**src/design/gfau_pkg.sv**
```systemverilog
// Shared types, codes and the microprogram of the GF(2^8) arithmetic unit.
package gfau_pkg;

  localparam int FieldW = 8;
  localparam int UpcW   = 3;

  localparam logic [FieldW-1:0] PolyReset = 8'd27;
  localparam logic [FieldW-1:0] FieldOne  = 8'h01;
  localparam logic [FieldW-1:0] InvExp    = 8'd254;

  typedef logic [FieldW-1:0] elem_t;
  typedef logic [UpcW-1:0]   upc_t;

  typedef enum logic [1:0] {
    KIND_ADD = 2'd0,
    KIND_MUL = 2'd1,
    KIND_POW = 2'd2,
    KIND_INV = 2'd3
  } kind_t;

  // Multiplier operand selects.
  typedef enum logic [1:0] {MX_RES, MX_SQ, MX_A} mul_x_t;
  typedef enum logic {MY_SQ, MY_B} mul_y_t;

  // Source of the next accumulated result.
  typedef enum logic [1:0] {RS_HOLD, RS_ONE, RS_XOR, RS_MUL} res_src_t;

  // Jump conditions.
  typedef enum logic [1:0] {JC_NEVER, JC_EXP_NZ, JC_EXP_MORE} jump_t;

  // Microprogram addresses.
  localparam upc_t UpcAdd     = 3'd0;
  localparam upc_t UpcMul     = 3'd1;
  localparam upc_t UpcPowInit = 3'd2;
  localparam upc_t UpcPowMul  = 3'd3;
  localparam upc_t UpcPowSq   = 3'd4;

  typedef struct packed {
    mul_x_t   mx;
    mul_y_t   my;
    res_src_t rs;
    logic     res_if_bit;  // multiply result only if exponent bit 0 is set
    logic     sq_wr;
    logic     exp_shift;
    jump_t    jc;
    upc_t     target;
    logic     done;        // finish the item when no jump is taken
  } cword_t;

  typedef struct packed {
    cword_t cw;
    logic   step_en;
  } seq_ctl_t;

  typedef struct packed {
    logic exp_nz;
    logic exp_more;
  } dp_status_t;

  function automatic cword_t ucode(upc_t pc);
    cword_t w;
    w = '0;
    w.mx = MX_A;
    w.my = MY_B;
    w.rs = RS_HOLD;
    w.jc = JC_NEVER;
    unique case (pc)
      UpcAdd: begin
        w.rs   = RS_XOR;
        w.done = 1'b1;
      end
      UpcMul: begin
        w.rs   = RS_MUL;
        w.done = 1'b1;
      end
      UpcPowInit: begin
        w.rs     = RS_ONE;
        w.jc     = JC_EXP_NZ;
        w.target = UpcPowMul;
        w.done   = 1'b1;
      end
      UpcPowMul: begin
        w.mx         = MX_RES;
        w.my         = MY_SQ;
        w.rs         = RS_MUL;
        w.res_if_bit = 1'b1;
      end
      UpcPowSq: begin
        w.mx        = MX_SQ;
        w.my        = MY_SQ;
        w.sq_wr     = 1'b1;
        w.exp_shift = 1'b1;
        w.jc        = JC_EXP_MORE;
        w.target    = UpcPowMul;
        w.done      = 1'b1;
      end
      default: begin
        w.done = 1'b1;
      end
    endcase
    return w;
  endfunction

  function automatic upc_t entry_of(kind_t k);
    upc_t e;
    e = UpcPowInit;
    unique case (k)
      KIND_ADD: e = UpcAdd;
      KIND_MUL: e = UpcMul;
      KIND_POW: e = UpcPowInit;
      KIND_INV: e = UpcPowInit;
      default:  e = UpcPowInit;
    endcase
    return e;
  endfunction

endpackage

```
**src/design/gf256_arithmetic_unit.sv**
```systemverilog
// Top level of the GF(2^8) arithmetic unit: handshakes, polynomial register, result register.
//
// This unit adds, multiplies, exponentiates and inverts elements of GF(2^8) under the
// reduction polynomial x^8 + P, where P is the byte held in the polynomial register
// (reset value 0x1B, written through the cfg channel, which is always ready). Each input
// item carries kind (0 add, 1 multiply, 2 power, 3 inverse) and two operands, and gives
// exactly one result item. A short microprogram drives a single shared field multiplier,
// one multiplication per cycle unless a step is held, and the block works on one item at
// a time: in_stall is high from the cycle after an item is accepted until its result is
// written into the output register. Add and multiply take one step after acceptance.
// Power takes a first step that yields 1 for exponent zero, and then for each bit of the
// exponent's bit length one conditional multiply step and one squaring step on the shared
// multiplier; inverse raises the operand to 254 in the same way, mapping zero to zero.
// The result sits in an output register, so a new item is taken while an earlier result
// still waits under out_stall; the sequencer only holds its final step when that register
// is still occupied. The polynomial is not checked for irreducibility, and it should be
// written only while the unit is idle.
module gf256_arithmetic_unit (
  input  logic       clk,
  input  logic       rst,
  input  logic       in_valid,
  output logic       in_stall,
  input  logic [1:0] kind,
  input  logic [7:0] operand_a,
  input  logic [7:0] operand_b,
  output logic       out_valid,
  input  logic       out_stall,
  output logic [7:0] result,
  input  logic       cfg_valid,
  output logic       cfg_ready,
  input  logic [7:0] cfg_data
);
  import gfau_pkg::*;

  elem_t      poly;
  logic       busy;
  logic       fire;
  logic       start;
  logic       blocked;
  seq_ctl_t   ctl;
  dp_status_t status;
  elem_t      res_d;

  // The polynomial register takes a write in any cycle.
  assign cfg_ready = 1'b1;

  always_ff @(posedge clk) begin
    if (rst) begin
      poly <= PolyReset;
    end else if (cfg_valid && cfg_ready) begin
      poly <= cfg_data;
    end
  end

  // One item in flight; a waiting result does not block acceptance.
  assign in_stall = busy;
  assign start    = in_valid & ~in_stall;
  assign blocked  = out_valid & out_stall;

  gfau_seq u_seq (
    .clk        (clk),
    .rst        (rst),
    .start      (start),
    .start_kind (kind_t'(kind)),
    .blocked    (blocked),
    .status     (status),
    .ctl        (ctl),
    .busy       (busy),
    .fire       (fire)
  );

  gfau_dp u_dp (
    .clk       (clk),
    .load      (start),
    .load_kind (kind_t'(kind)),
    .load_a    (operand_a),
    .load_b    (operand_b),
    .poly      (poly),
    .ctl       (ctl),
    .status    (status),
    .res_d     (res_d)
  );

  // Output register: filled when the program finishes, emptied when the item is taken.
  always_ff @(posedge clk) begin
    if (rst) begin
      out_valid <= 1'b0;
    end else if (fire) begin
      out_valid <= 1'b1;
    end else if (!out_stall) begin
      out_valid <= 1'b0;
    end
  end

  always_ff @(posedge clk) begin
    if (fire) begin
      result <= res_d;
    end
  end

  // An accepted item keeps the sequencer busy in the next cycle.
  assert property (@(posedge clk) disable iff (rst) start |=> busy)
    else $error("sequencer not busy after accepting an item");

  // A finishing program never overwrites a result that is still waiting.
  assert property (@(posedge clk) disable iff (rst) fire |-> !(out_valid && out_stall))
    else $error("result written while output register is occupied");

  // A finished item always shows up on the output in the next cycle.
  assert property (@(posedge clk) disable iff (rst) fire |=> out_valid)
    else $error("finished item missing from output");

  // Results only come from a running program.
  assert property (@(posedge clk) disable iff (rst) fire |-> busy)
    else $error("result produced while sequencer idle");

endmodule

```
**src/design/gfau_mul.sv**
```systemverilog
// Carry-less 8-bit multiplier with reduction by x^8 plus a programmable low byte.
module gfau_mul (
  input  gfau_pkg::elem_t x,
  input  gfau_pkg::elem_t y,
  input  gfau_pkg::elem_t poly,
  output gfau_pkg::elem_t prod
);
  import gfau_pkg::*;

  // Horner form, most significant bit of y first.
  always_comb begin
    elem_t acc;
    acc = '0;
    for (int i = FieldW - 1; i >= 0; i--) begin
      acc = acc[FieldW-1] ? ({acc[FieldW-2:0], 1'b0} ^ poly) : {acc[FieldW-2:0], 1'b0};
      if (y[i]) begin
        acc = acc ^ x;
      end
    end
    prod = acc;
  end

endmodule

```
**src/design/gfau_seq.sv**
```systemverilog
// Microprogram sequencer: step counter, control-word fetch and conditional jumps.
module gfau_seq (
  input  logic                   clk,
  input  logic                   rst,
  input  logic                   start,
  input  gfau_pkg::kind_t        start_kind,
  input  logic                   blocked,
  input  gfau_pkg::dp_status_t   status,
  output gfau_pkg::seq_ctl_t     ctl,
  output logic                   busy,
  output logic                   fire
);
  import gfau_pkg::*;

  upc_t   pc;
  cword_t cw;
  logic   jump;
  logic   finish;

  always_comb begin
    cw = ucode(pc);
    unique case (cw.jc)
      JC_EXP_NZ:   jump = status.exp_nz;
      JC_EXP_MORE: jump = status.exp_more;
      default:     jump = 1'b0;
    endcase
    finish      = busy & cw.done & ~jump;
    fire        = finish & ~blocked;
    ctl.cw      = cw;
    ctl.step_en = busy & ~(finish & blocked);
  end

  always_ff @(posedge clk) begin
    if (rst) begin
      busy <= 1'b0;
      pc   <= UpcAdd;
    end else if (start) begin
      busy <= 1'b1;
      pc   <= entry_of(start_kind);
    end else if (ctl.step_en) begin
      if (jump) begin
        pc <= cw.target;
      end else if (cw.done) begin
        busy <= 1'b0;
      end else begin
        pc <= pc + 1'b1;
      end
    end
  end

endmodule

```
**src/design/gfau_dp.sv**
```systemverilog
// Datapath: operand, square, exponent and result registers around one field multiplier.
module gfau_dp (
  input  logic                 clk,
  input  logic                 load,
  input  gfau_pkg::kind_t      load_kind,
  input  gfau_pkg::elem_t      load_a,
  input  gfau_pkg::elem_t      load_b,
  input  gfau_pkg::elem_t      poly,
  input  gfau_pkg::seq_ctl_t   ctl,
  output gfau_pkg::dp_status_t status,
  output gfau_pkg::elem_t      res_d
);
  import gfau_pkg::*;

  elem_t a_op;
  elem_t b_op;
  elem_t sq;
  elem_t expo;
  elem_t res;
  elem_t mul_x;
  elem_t mul_y;
  elem_t prod;

  gfau_mul u_mul (
    .x    (mul_x),
    .y    (mul_y),
    .poly (poly),
    .prod (prod)
  );

  always_comb begin
    unique case (ctl.cw.mx)
      MX_RES:  mul_x = res;
      MX_SQ:   mul_x = sq;
      default: mul_x = a_op;
    endcase
    mul_y = (ctl.cw.my == MY_SQ) ? sq : b_op;

    unique case (ctl.cw.rs)
      RS_HOLD: res_d = res;
      RS_ONE:  res_d = FieldOne;
      RS_XOR:  res_d = a_op ^ b_op;
      RS_MUL:  res_d = (ctl.cw.res_if_bit && !expo[0]) ? res : prod;
      default: res_d = res;
    endcase

    status.exp_nz   = |expo;
    status.exp_more = |expo[FieldW-1:1];
  end

  always_ff @(posedge clk) begin
    if (load) begin
      a_op <= load_a;
      b_op <= load_b;
      sq   <= load_a;
      expo <= (load_kind == KIND_INV) ? InvExp : load_b;
    end else if (ctl.step_en) begin
      res <= res_d;
      if (ctl.cw.sq_wr) begin
        sq <= prod;
      end
      if (ctl.cw.exp_shift) begin
        expo <= {1'b0, expo[FieldW-1:1]};
      end
    end
  end

endmodule

```
**config.mk**
```make
export PLATFORM = sky130hd
export DESIGN_NAME = gf256_arithmetic_unit
export DESIGN_NICKNAME = d
export VERILOG_FILES = /design/src/design/gfau_pkg.sv /design/src/design/gf256_arithmetic_unit.sv /design/src/design/gfau_mul.sv /design/src/design/gfau_seq.sv /design/src/design/gfau_dp.sv
export SDC_FILE = /design/constraint.sdc
export NUM_CORES = 1
export LEC_CHECK = 0
export BUFFER_PORTS_ARGS = -buffer_cell sky130_fd_sc_hd__buf_2
export CAP_MARGIN = 10
export CORE_MARGIN = 4
export CORE_UTILIZATION = 50
export DETAILED_ROUTE_END_ITERATION = 7
export PLACE_DENSITY = 0.73
export SLEW_MARGIN = 20
export SYNTH_ARGS = -nofsm -noshare
export SYNTH_HDL_FRONTEND = slang
export SYNTH_HIERARCHICAL = 1
export SYNTH_SLANG_ARGS = --single-unit
export TNS_END_PERCENT = 30
```
**constraint.sdc**
```tcl
create_clock -name clk -period 12.1 [get_ports clk]
set_clock_uncertainty 0.15 [all_clocks]
set_input_delay 2.42 -clock clk [delete_from_list [all_inputs] [get_ports clk]]
set_output_delay 2.42 -clock clk [all_outputs]
set_load 0.02 [all_outputs]
```
==> out/results.ini, run 1 <==
[outcome]
status=complete, no violations

[critical_path]
crit_required_ps=12030
cp_max_fo=24
critPathArrivalTime_ps=5890
start_kind=register
cp-end-kind=register
crit_type=reg2reg

[synth]
netlist_area_mm2=0.00532
postSynthAreaPerCell_um2=9.26
synth_nets=610
yosys_warnings=6
netlist_instances=575

[finish]
area_growth_pct=6.93
final_common_cell=nand2_1
final_cell_area_mm2=0.00569
drive_above_1_share=0.190
nets=619
mostFrequentLayoutCells=nand2_1 (94), xnor2_1 (68), edfxtp_1 (48)
antenna_cells=0
fillers=904

[clocking]
clock_latency_ps=330
cts-buffers-inserted=9
postCtsResizedCells=0
htreeDepth=3
root_buffer=clkbuf_8
clock-sinks=61
cts_tree=yes
ctsHoldBuffers=0
cts_setup_buffers=0
clk_pin_slew_ps=70
clock_tree.buffer_depth=2

[grt]
grt_max_degree=51
grt_pass1_wl_um=20100
antenna_found_initial=0
gr-total-overflow=0
grt_pass1_vias=4028
track_usage=0.199

[floorplanning]
initial_core_util=0.516
die_area_mm2=0.0124
num_rows=37
io_pins=42
die_w_um=111
coreArea_mm2=0.0103
die_y_um=111

[drt]
firstDrtPassIters=5
antenna_left=0
drt_iter0_drc=371
wirelength_um=12400
via_count=4184
viasPerCell=5.77
post_drt_wl_per_cell_um=17.1
remaining_drc_errors=0

[timing]
grt_setup_unrepaired=false
setup_ws_ps=6140
fin_setup_tns_ps=0
max_freq_ghz=0.168
tightest_slew_ps=1040
relSlewSlack=0.306
fin_crit_sh=0.493
finalHoldViolCount=0
setup_viol=0
slew_viol_final=0
finalCriticalPeriod_ps=5960

[power]
leakage_uw=0.00222
ir_drop_uv=103
power.density_mw_per_mm2=203

[place]
dp_slack_ps=5960
port_buffers=40
dp_hpwl_um=9090
place_congestion=0.862
post_dp_cell_area_mm2=0.00546

[run]
cap_violations=0

[worst_hold_path]
hp-class=reg2reg

metrics by stage:
stage / hold slack (ps) / instances / utilization / power [uW]
2_1_floorplan: 319 / 575 / - / 855
3_3_place_gp: 332 / 708 / 0.529 / 948
3_5_place_dp: 357 / 708 / 0.529 / 965
4_1_cts: 376 / 724 / 0.549 / 1150
5_1_grt: 429 / 725 / 0.551 / 1230
6_report: 365 / 725 / 0.551 / 1160
area by class of cell:
class	count	area [um^2]	share of cell area
Clock inverter	4	46.3	0.00813
Multi-Input combinational cell	451	3290	0.578
Timing Repair Buffer	48	280	0.0492
Inverter	13	48.8	0.00857
Sequential cell	61	1700	0.299
Clock buffer	12	155	0.0273
Tap cell	136	170	0.0299
worst paths after layout:
kind	start	end	slack, ps	cells past startpoint
max	u_seq/pc[0]	result[0]	6140	20
min	out_valid	out_valid	360	2
max reg2reg	u_seq/pc[0]	result[0]	6140	20
min reg2reg	out_valid	out_valid	360	2
worst max-delay path, cell delays in order (launching register included):
cell and delay, ps:
dfxtp_1 400, inv_1 100, ha_1 240, and2_2 320, a21oi_1 160, buf_4 280, nand2_1 90, o21ai_1 400
nor2b_1 210, o21ai_1 120, a211oi_1 480, or2_1 370, nand2_1 120, o311a_1 330, o31a_1 230, xnor2_1 740
a21boi_1 240, o21ai_1 90, xor2_1 200, mux2_4 280, o21a_1 180
flip-flops by register name, summed over array words and instances (netlist names):
name        count
u_dp/b_op       8
u_dp/expo       8
u_dp/sq         8
u_seq/pc        3
out_valid       1
poly            8
u_dp/res        8
u_seq/busy      1
result          8
u_dp/a_op       8
routing by layer:
metal | global-route usage | vias up | wire (um)
li1 | - | 2026 | -
met1 | 0.273 | 1986 | 5670
met2 | 0.313 | 144 | 5750
met3 | 0.0344 | 28 | 720
met4 | 0.0787 | 0 | 272
met5 | 0 | - | 0
power by group:
| group | internal, uW | total [uW] | switching, uW |
|---|---|---|---|
| clock | 105 | 183 | 77.5 |
| combinational | 308 | 672 | 363 |
| sequential | 278 | 302 | 24.2 |
No activity file was read; power rests on OpenSTA's default activity.
==> run 2, diff against run 1 <==
==> constraint.sdc (replaced) <==
create_clock -name clk -period 5.9 [get_ports clk]
set_clock_uncertainty 0.15 [all_clocks]
set_input_delay 1.18 -clock clk [delete_from_list [all_inputs] [get_ports clk]]
set_output_delay 1.18 -clock clk [all_outputs]
set_load 0.02 [all_outputs]
==> out/results.ini, run 2 (synthesized netlist as in run 1, its figures left out) <==
[outcome]
status=complete, no violations

[floorplanning]
die_y_um=111
io_pins=42
die_w_um=111
num_rows=37
coreArea_mm2=0.0103
initial_core_util=0.516
die_area_mm2=0.0124

[clocking]
cts-buffers-inserted=9
clk_pin_slew_ps=70
ctsHoldBuffers=0
root_buffer=clkbuf_8
clock_tree.buffer_depth=2
clock_latency_ps=330
cts_setup_buffers=0
cts_tree=yes
clock-sinks=61
htreeDepth=3

[finish]
antenna_cells=0
nets=624
area_growth_pct=8.32
ff_latch_area_mm2=0.00170
fillers=894
fin_cells=730
multi_input_area_mm2=0.00332
final_common_cell=nand2_1
drive_above_1_share=0.204
mostFrequentLayoutCells=nand2_1 (94), xnor2_1 (67), edfxtp_1 (48)

[place]
placed_cells=714
port_buffers=40
place_congestion=0.905
dp_hpwl_um=9020

[timing]
slew_viol_final=0
fin_setup_tns_ps=0
relSlewSlack=0.295
finalCriticalPeriod_ps=5630
max_freq_ghz=0.178
whs_ps=358
fin_crit_sh=0.954
finalHoldViolCount=0
grt_setup_unrepaired=false
tightest_slew_ps=1060
setup_viol=0

[critical_path]
crit_required_ps=5820
crit_buf_inv=3
r2r-end=result[1]
slowest_stage=o21ai_0
critPathTopFamily=compound AO/OA/AOI/OAI gates
r2r_start=u_seq/pc[0]
cp_max_fo=24
crit_type=reg2reg
critPathArrivalTime_ps=5540
r2r_setup_slack_ps=270
cp.depth=20
start_kind=register
reg2regPathDepth=20
cp_slowest_stage_delay_ps=770
cp_cell_sequence=inv_1, ha_1, and2_2, a21oi_1, buf_6, o21ai_0, nand2_1, xnor3_2, xor2_4, mux2_4, a211oi_2, o21a_2, nor2_8, xnor2_1, buf_4, or4_4, a21oi_2, and3b_1, mux2i_1, o21ai_1
cp-end-kind=register

[power]
seqPwrFrac=0.249
swShare=0.404
fin_total_pwr_uw=2490
p_int_uw=1480
ir_drop_uv=265
power.density_mw_per_mm2=432
leakage_uw=0.00226
clockPowerShare=0.166
comb_power_share=0.585
p_sw_uw=1010

[drt]
wirelength_um=12400
firstDrtPassIters=6
post_drt_wl_per_cell_um=17.0
viasPerCell=5.83
drt_iter0_drc=292
via_count=4258
antenna_left=0
remaining_drc_errors=0

[grt]
track_usage=0.197
antenna_found_initial=0
grt_max_degree=51
grt_pass1_vias=4082
grt_pass1_wl_um=20200
gr-total-overflow=0

[worst_hold_path]
hold_path.startpoint=out_valid
hold_path_depth=2
hp-class=reg2reg
hold_end=out_valid

[run]
cap_violations=0

[run 2: per-layer routing]
metal	part of all wire	GRT usage
met1	0.45	0.279
met2	0.46	0.308
met3	0.078	0.0398
met4	0.013	0.0479
met5	0	0
[run 2: cell type report]
cell class,count,area share
Multi-Input combinational cell,451,0.576
Sequential cell,61,0.295
Timing Repair Buffer,53,0.0523
Tap cell,136,0.0295
Clock buffer,10,0.0239
Clock inverter,6,0.0150
Inverter,13,0.00846
[run 2: per-stage QoR]
| step | instance area, um^2 | setup slack, ps | utilization |
|---|---|---|---|
| 5_1_grt | 5770 | 20.9 | 0.558 |
| 3_5_place_dp | 5510 | 205 | 0.534 |
| 4_1_cts | 5730 | 142 | 0.555 |
| 6_report | 5770 | 271 | 0.558 |
| 2_1_floorplan | 5320 | 822 | - |
| 3_3_place_gp | 5510 | 402 | 0.534 |
[run 2: how the worst max path moves through the flow]
stage | from | slack (ps) | endpoint
after floorplan | u_seq/pc[0] | 820 | result[0]
after global placement | u_seq/pc[0] | 400 | result[0]
after detailed placement | u_seq/pc[0] | 210 | u_dp/res[0]
after CTS | u_seq/pc[0] | 140 | result[1]
after global routing | u_seq/pc[0] | 20 | result[1]
final | u_seq/pc[0] | 270 | result[1]
[run 2: power by group through the flow]
| stage | clock, uW | sequential (uW) | combinational [uW] |
|---|---|---|---|
| 4_1_cts | 423 | 618 | 1420 |
| 2_1_floorplan | 0 | 612 | 1140 |
| 3_5_place_dp | 0 | 628 | 1400 |
| 6_report | 414 | 620 | 1460 |
| 3_3_place_gp | 0 | 627 | 1370 |
| 5_1_grt | 442 | 626 | 1570 |
[run 2: timing repair]
| action | 4_1_cts | 5_1_grt |
|---|---|---|
| endpoints found under the hold margin | 0 | 0 |
| endpoints found under the setup margin | 0 | 23 |
| resized for setup | 0 | 6 |
[run 2: worst reg2reg max path, delay by kind of cell (launching register included)]
| family | cells | cell delay (ps) |
|---|---|---|
| AO/OA/AOI/OAI | 6 | 1670 |
| AND/OR/NAND/NOR | 5 | 1240 |
| XOR/XNOR | 3 | 780 |
| multiplexers | 2 | 500 |
| buffers and inverters | 3 | 490 |
| flip-flops | 1 | 350 |
| adder cells (fa/ha/maj) | 1 | 220 |
==> run 3, diff against run 2 <==
--- a/config.mk
+++ b/config.mk
@@ -10,7 +10,7 @@
 export CORE_MARGIN = 4
 export CORE_UTILIZATION = 50
 export DETAILED_ROUTE_END_ITERATION = 7
-export PLACE_DENSITY = 0.73
+export PLACE_DENSITY = 0.69
 export SLEW_MARGIN = 20
 export SYNTH_ARGS = -nofsm -noshare
 export SYNTH_HDL_FRONTEND = slang
==> out/results.ini, run 3 (synthesized netlist as in run 1, its figures left out) <==
[outcome]
status=complete, no violations

[finish]
final_common_cell=nand2_1
fin_cells=730
area_growth_pct=8.74
nets=624
antenna_cells=0
fillers=925
mostFrequentLayoutCells=nand2_1 (94), xnor2_1 (66), edfxtp_1 (48)
drive_above_1_share=0.207

[clocking]
root_buffer=clkbuf_8
clock_latency_ps=340
cts_setup_buffers=0
clk_pin_slew_ps=80
postCtsResizedCells=1
ctsHoldBuffers=0
htreeDepth=3
clock-sinks=61
cts_tree=yes
cts-buffers-inserted=9
clock_tree.buffer_depth=2

[grt]
grt_pass1_vias=3884
gr-total-overflow=0
grt_pass1_wl_um=20300
grtUsageMet1=0.300
antenna_found_initial=0
track_usage=0.201
use_met2=0.308
grt-busiest-layer=met2
globalRouteMet3Util=0.0240
grt_max_degree=35

[critical_path]
crit_start=u_seq/pc[0]
critPathArrivalTime_ps=5500
start_kind=register
cp_max_fo=24
r2r_start=u_seq/pc[0]
slowest_stage=or4_4
crit_required_ps=5810
crit_type=reg2reg
cp-end-kind=register
cp_slowest_stage_delay_ps=520
crit_buf_inv=2
cp_cell_sequence=inv_1, ha_1, and2_2, a21oi_1, buf_6, mux2_2, nand2_1, xnor3_2, xor2_4, mux2_4, a211oi_2, o21a_2, nor2_8, xnor2_4, or4_4, a21oi_2, and3b_1, mux2i_1, o21ai_0
critPathTopFamily=simple AND/OR/NAND/NOR gates

[timing]
relSlewSlack=0.312
finalCriticalPeriod_ps=5590
finalHoldViolCount=0
max_freq_ghz=0.179
tightest_slew_ps=1030
slew_viol_final=0
fin_crit_sh=0.947
setup_viol=0
fin_setup_tns_ps=0
grt_setup_unrepaired=false

[floorplanning]
die_w_um=111
num_rows=37
io_pins=42
die_y_um=111
die_area_mm2=0.0124
coreArea_mm2=0.0103
initial_core_util=0.516

[place]
placed_cells=714
port_buffers=40
dp_hpwl_um=9100
place_congestion=0.863

[run]
cap_violations=0

[drt]
post_drt_wl_per_cell_um=17.1
viasPerCell=5.73
via_count=4184
antenna_left=0
drt_iter0_drc=285
firstDrtPassIters=6
wirelength_um=12500
remaining_drc_errors=0

[power]
leakage_uw=0.00226
power.density_mw_per_mm2=429
ir_drop_uv=270

[worst_hold_path]
hp-class=reg2reg
hold_path.startpoint=out_valid

==> run 3: worst reg2reg max path, delay by kind of cell, from the launching register on <==
family | cells | cell delay [ps]
muxes | 3 | 970
AOI/OAI and AO/OA | 5 | 1040
adders and majority gates | 1 | 240
DFF | 1 | 400
and+or+nand+nor | 5 | 1210
xor gates and xnor gates | 3 | 980
buffers and inverters | 2 | 320
==> run 3: through the flow <==
stage          setup slack (ps)  power, uW  utilization  hold slack, ps  cell area [um^2]
2_1_floorplan               822       1750            -             319              5320
3_3_place_gp                234       1980        0.534             333              5510
3_5_place_dp               38.3       2010        0.534             344              5510
4_1_cts                     159       2440        0.556             364              5740
5_1_grt                    5.87       2630        0.561             401              5790
6_report                    312       2480        0.561             363              5790
==> run 3: routing by layer <==
| metal | vias up | wire length (um) |
|---|---|---|
| met5 | - | 0 |
| met4 | 0 | 50 |
| met3 | 6 | 751 |
| met2 | 137 | 5770 |
| met1 | 1998 | 5900 |
| li1 | 2043 | - |
==> run 3: final timing paths <==
check,slack (ps),end,cells after the start
setup / recovery,310,u_dp/res[1],19
setup reg to reg,310,u_dp/res[1],19
hold / removal,360,out_valid,2
hold reg to reg,360,out_valid,2
==> run 3: report_power, final <==
group          total, uW  switching, uW  internal, uW
logic               1450            781           672
clock network        412            173           239
registers            616           46.2           570
total               2480           1000          1480
==> run 3: final cells by class <==
type / instances / area [um^2] / share of cell area
repair buffers: 53 / 302 / 0.0521
flip-flops and latches: 61 / 1700 / 0.294
clock buffers: 9 / 124 / 0.0214
multi-input cells: 451 / 3340 / 0.578
inverters: 13 / 48.8 / 0.00843
well taps: 136 / 170 / 0.0294
clock inverters: 7 / 97.6 / 0.0169
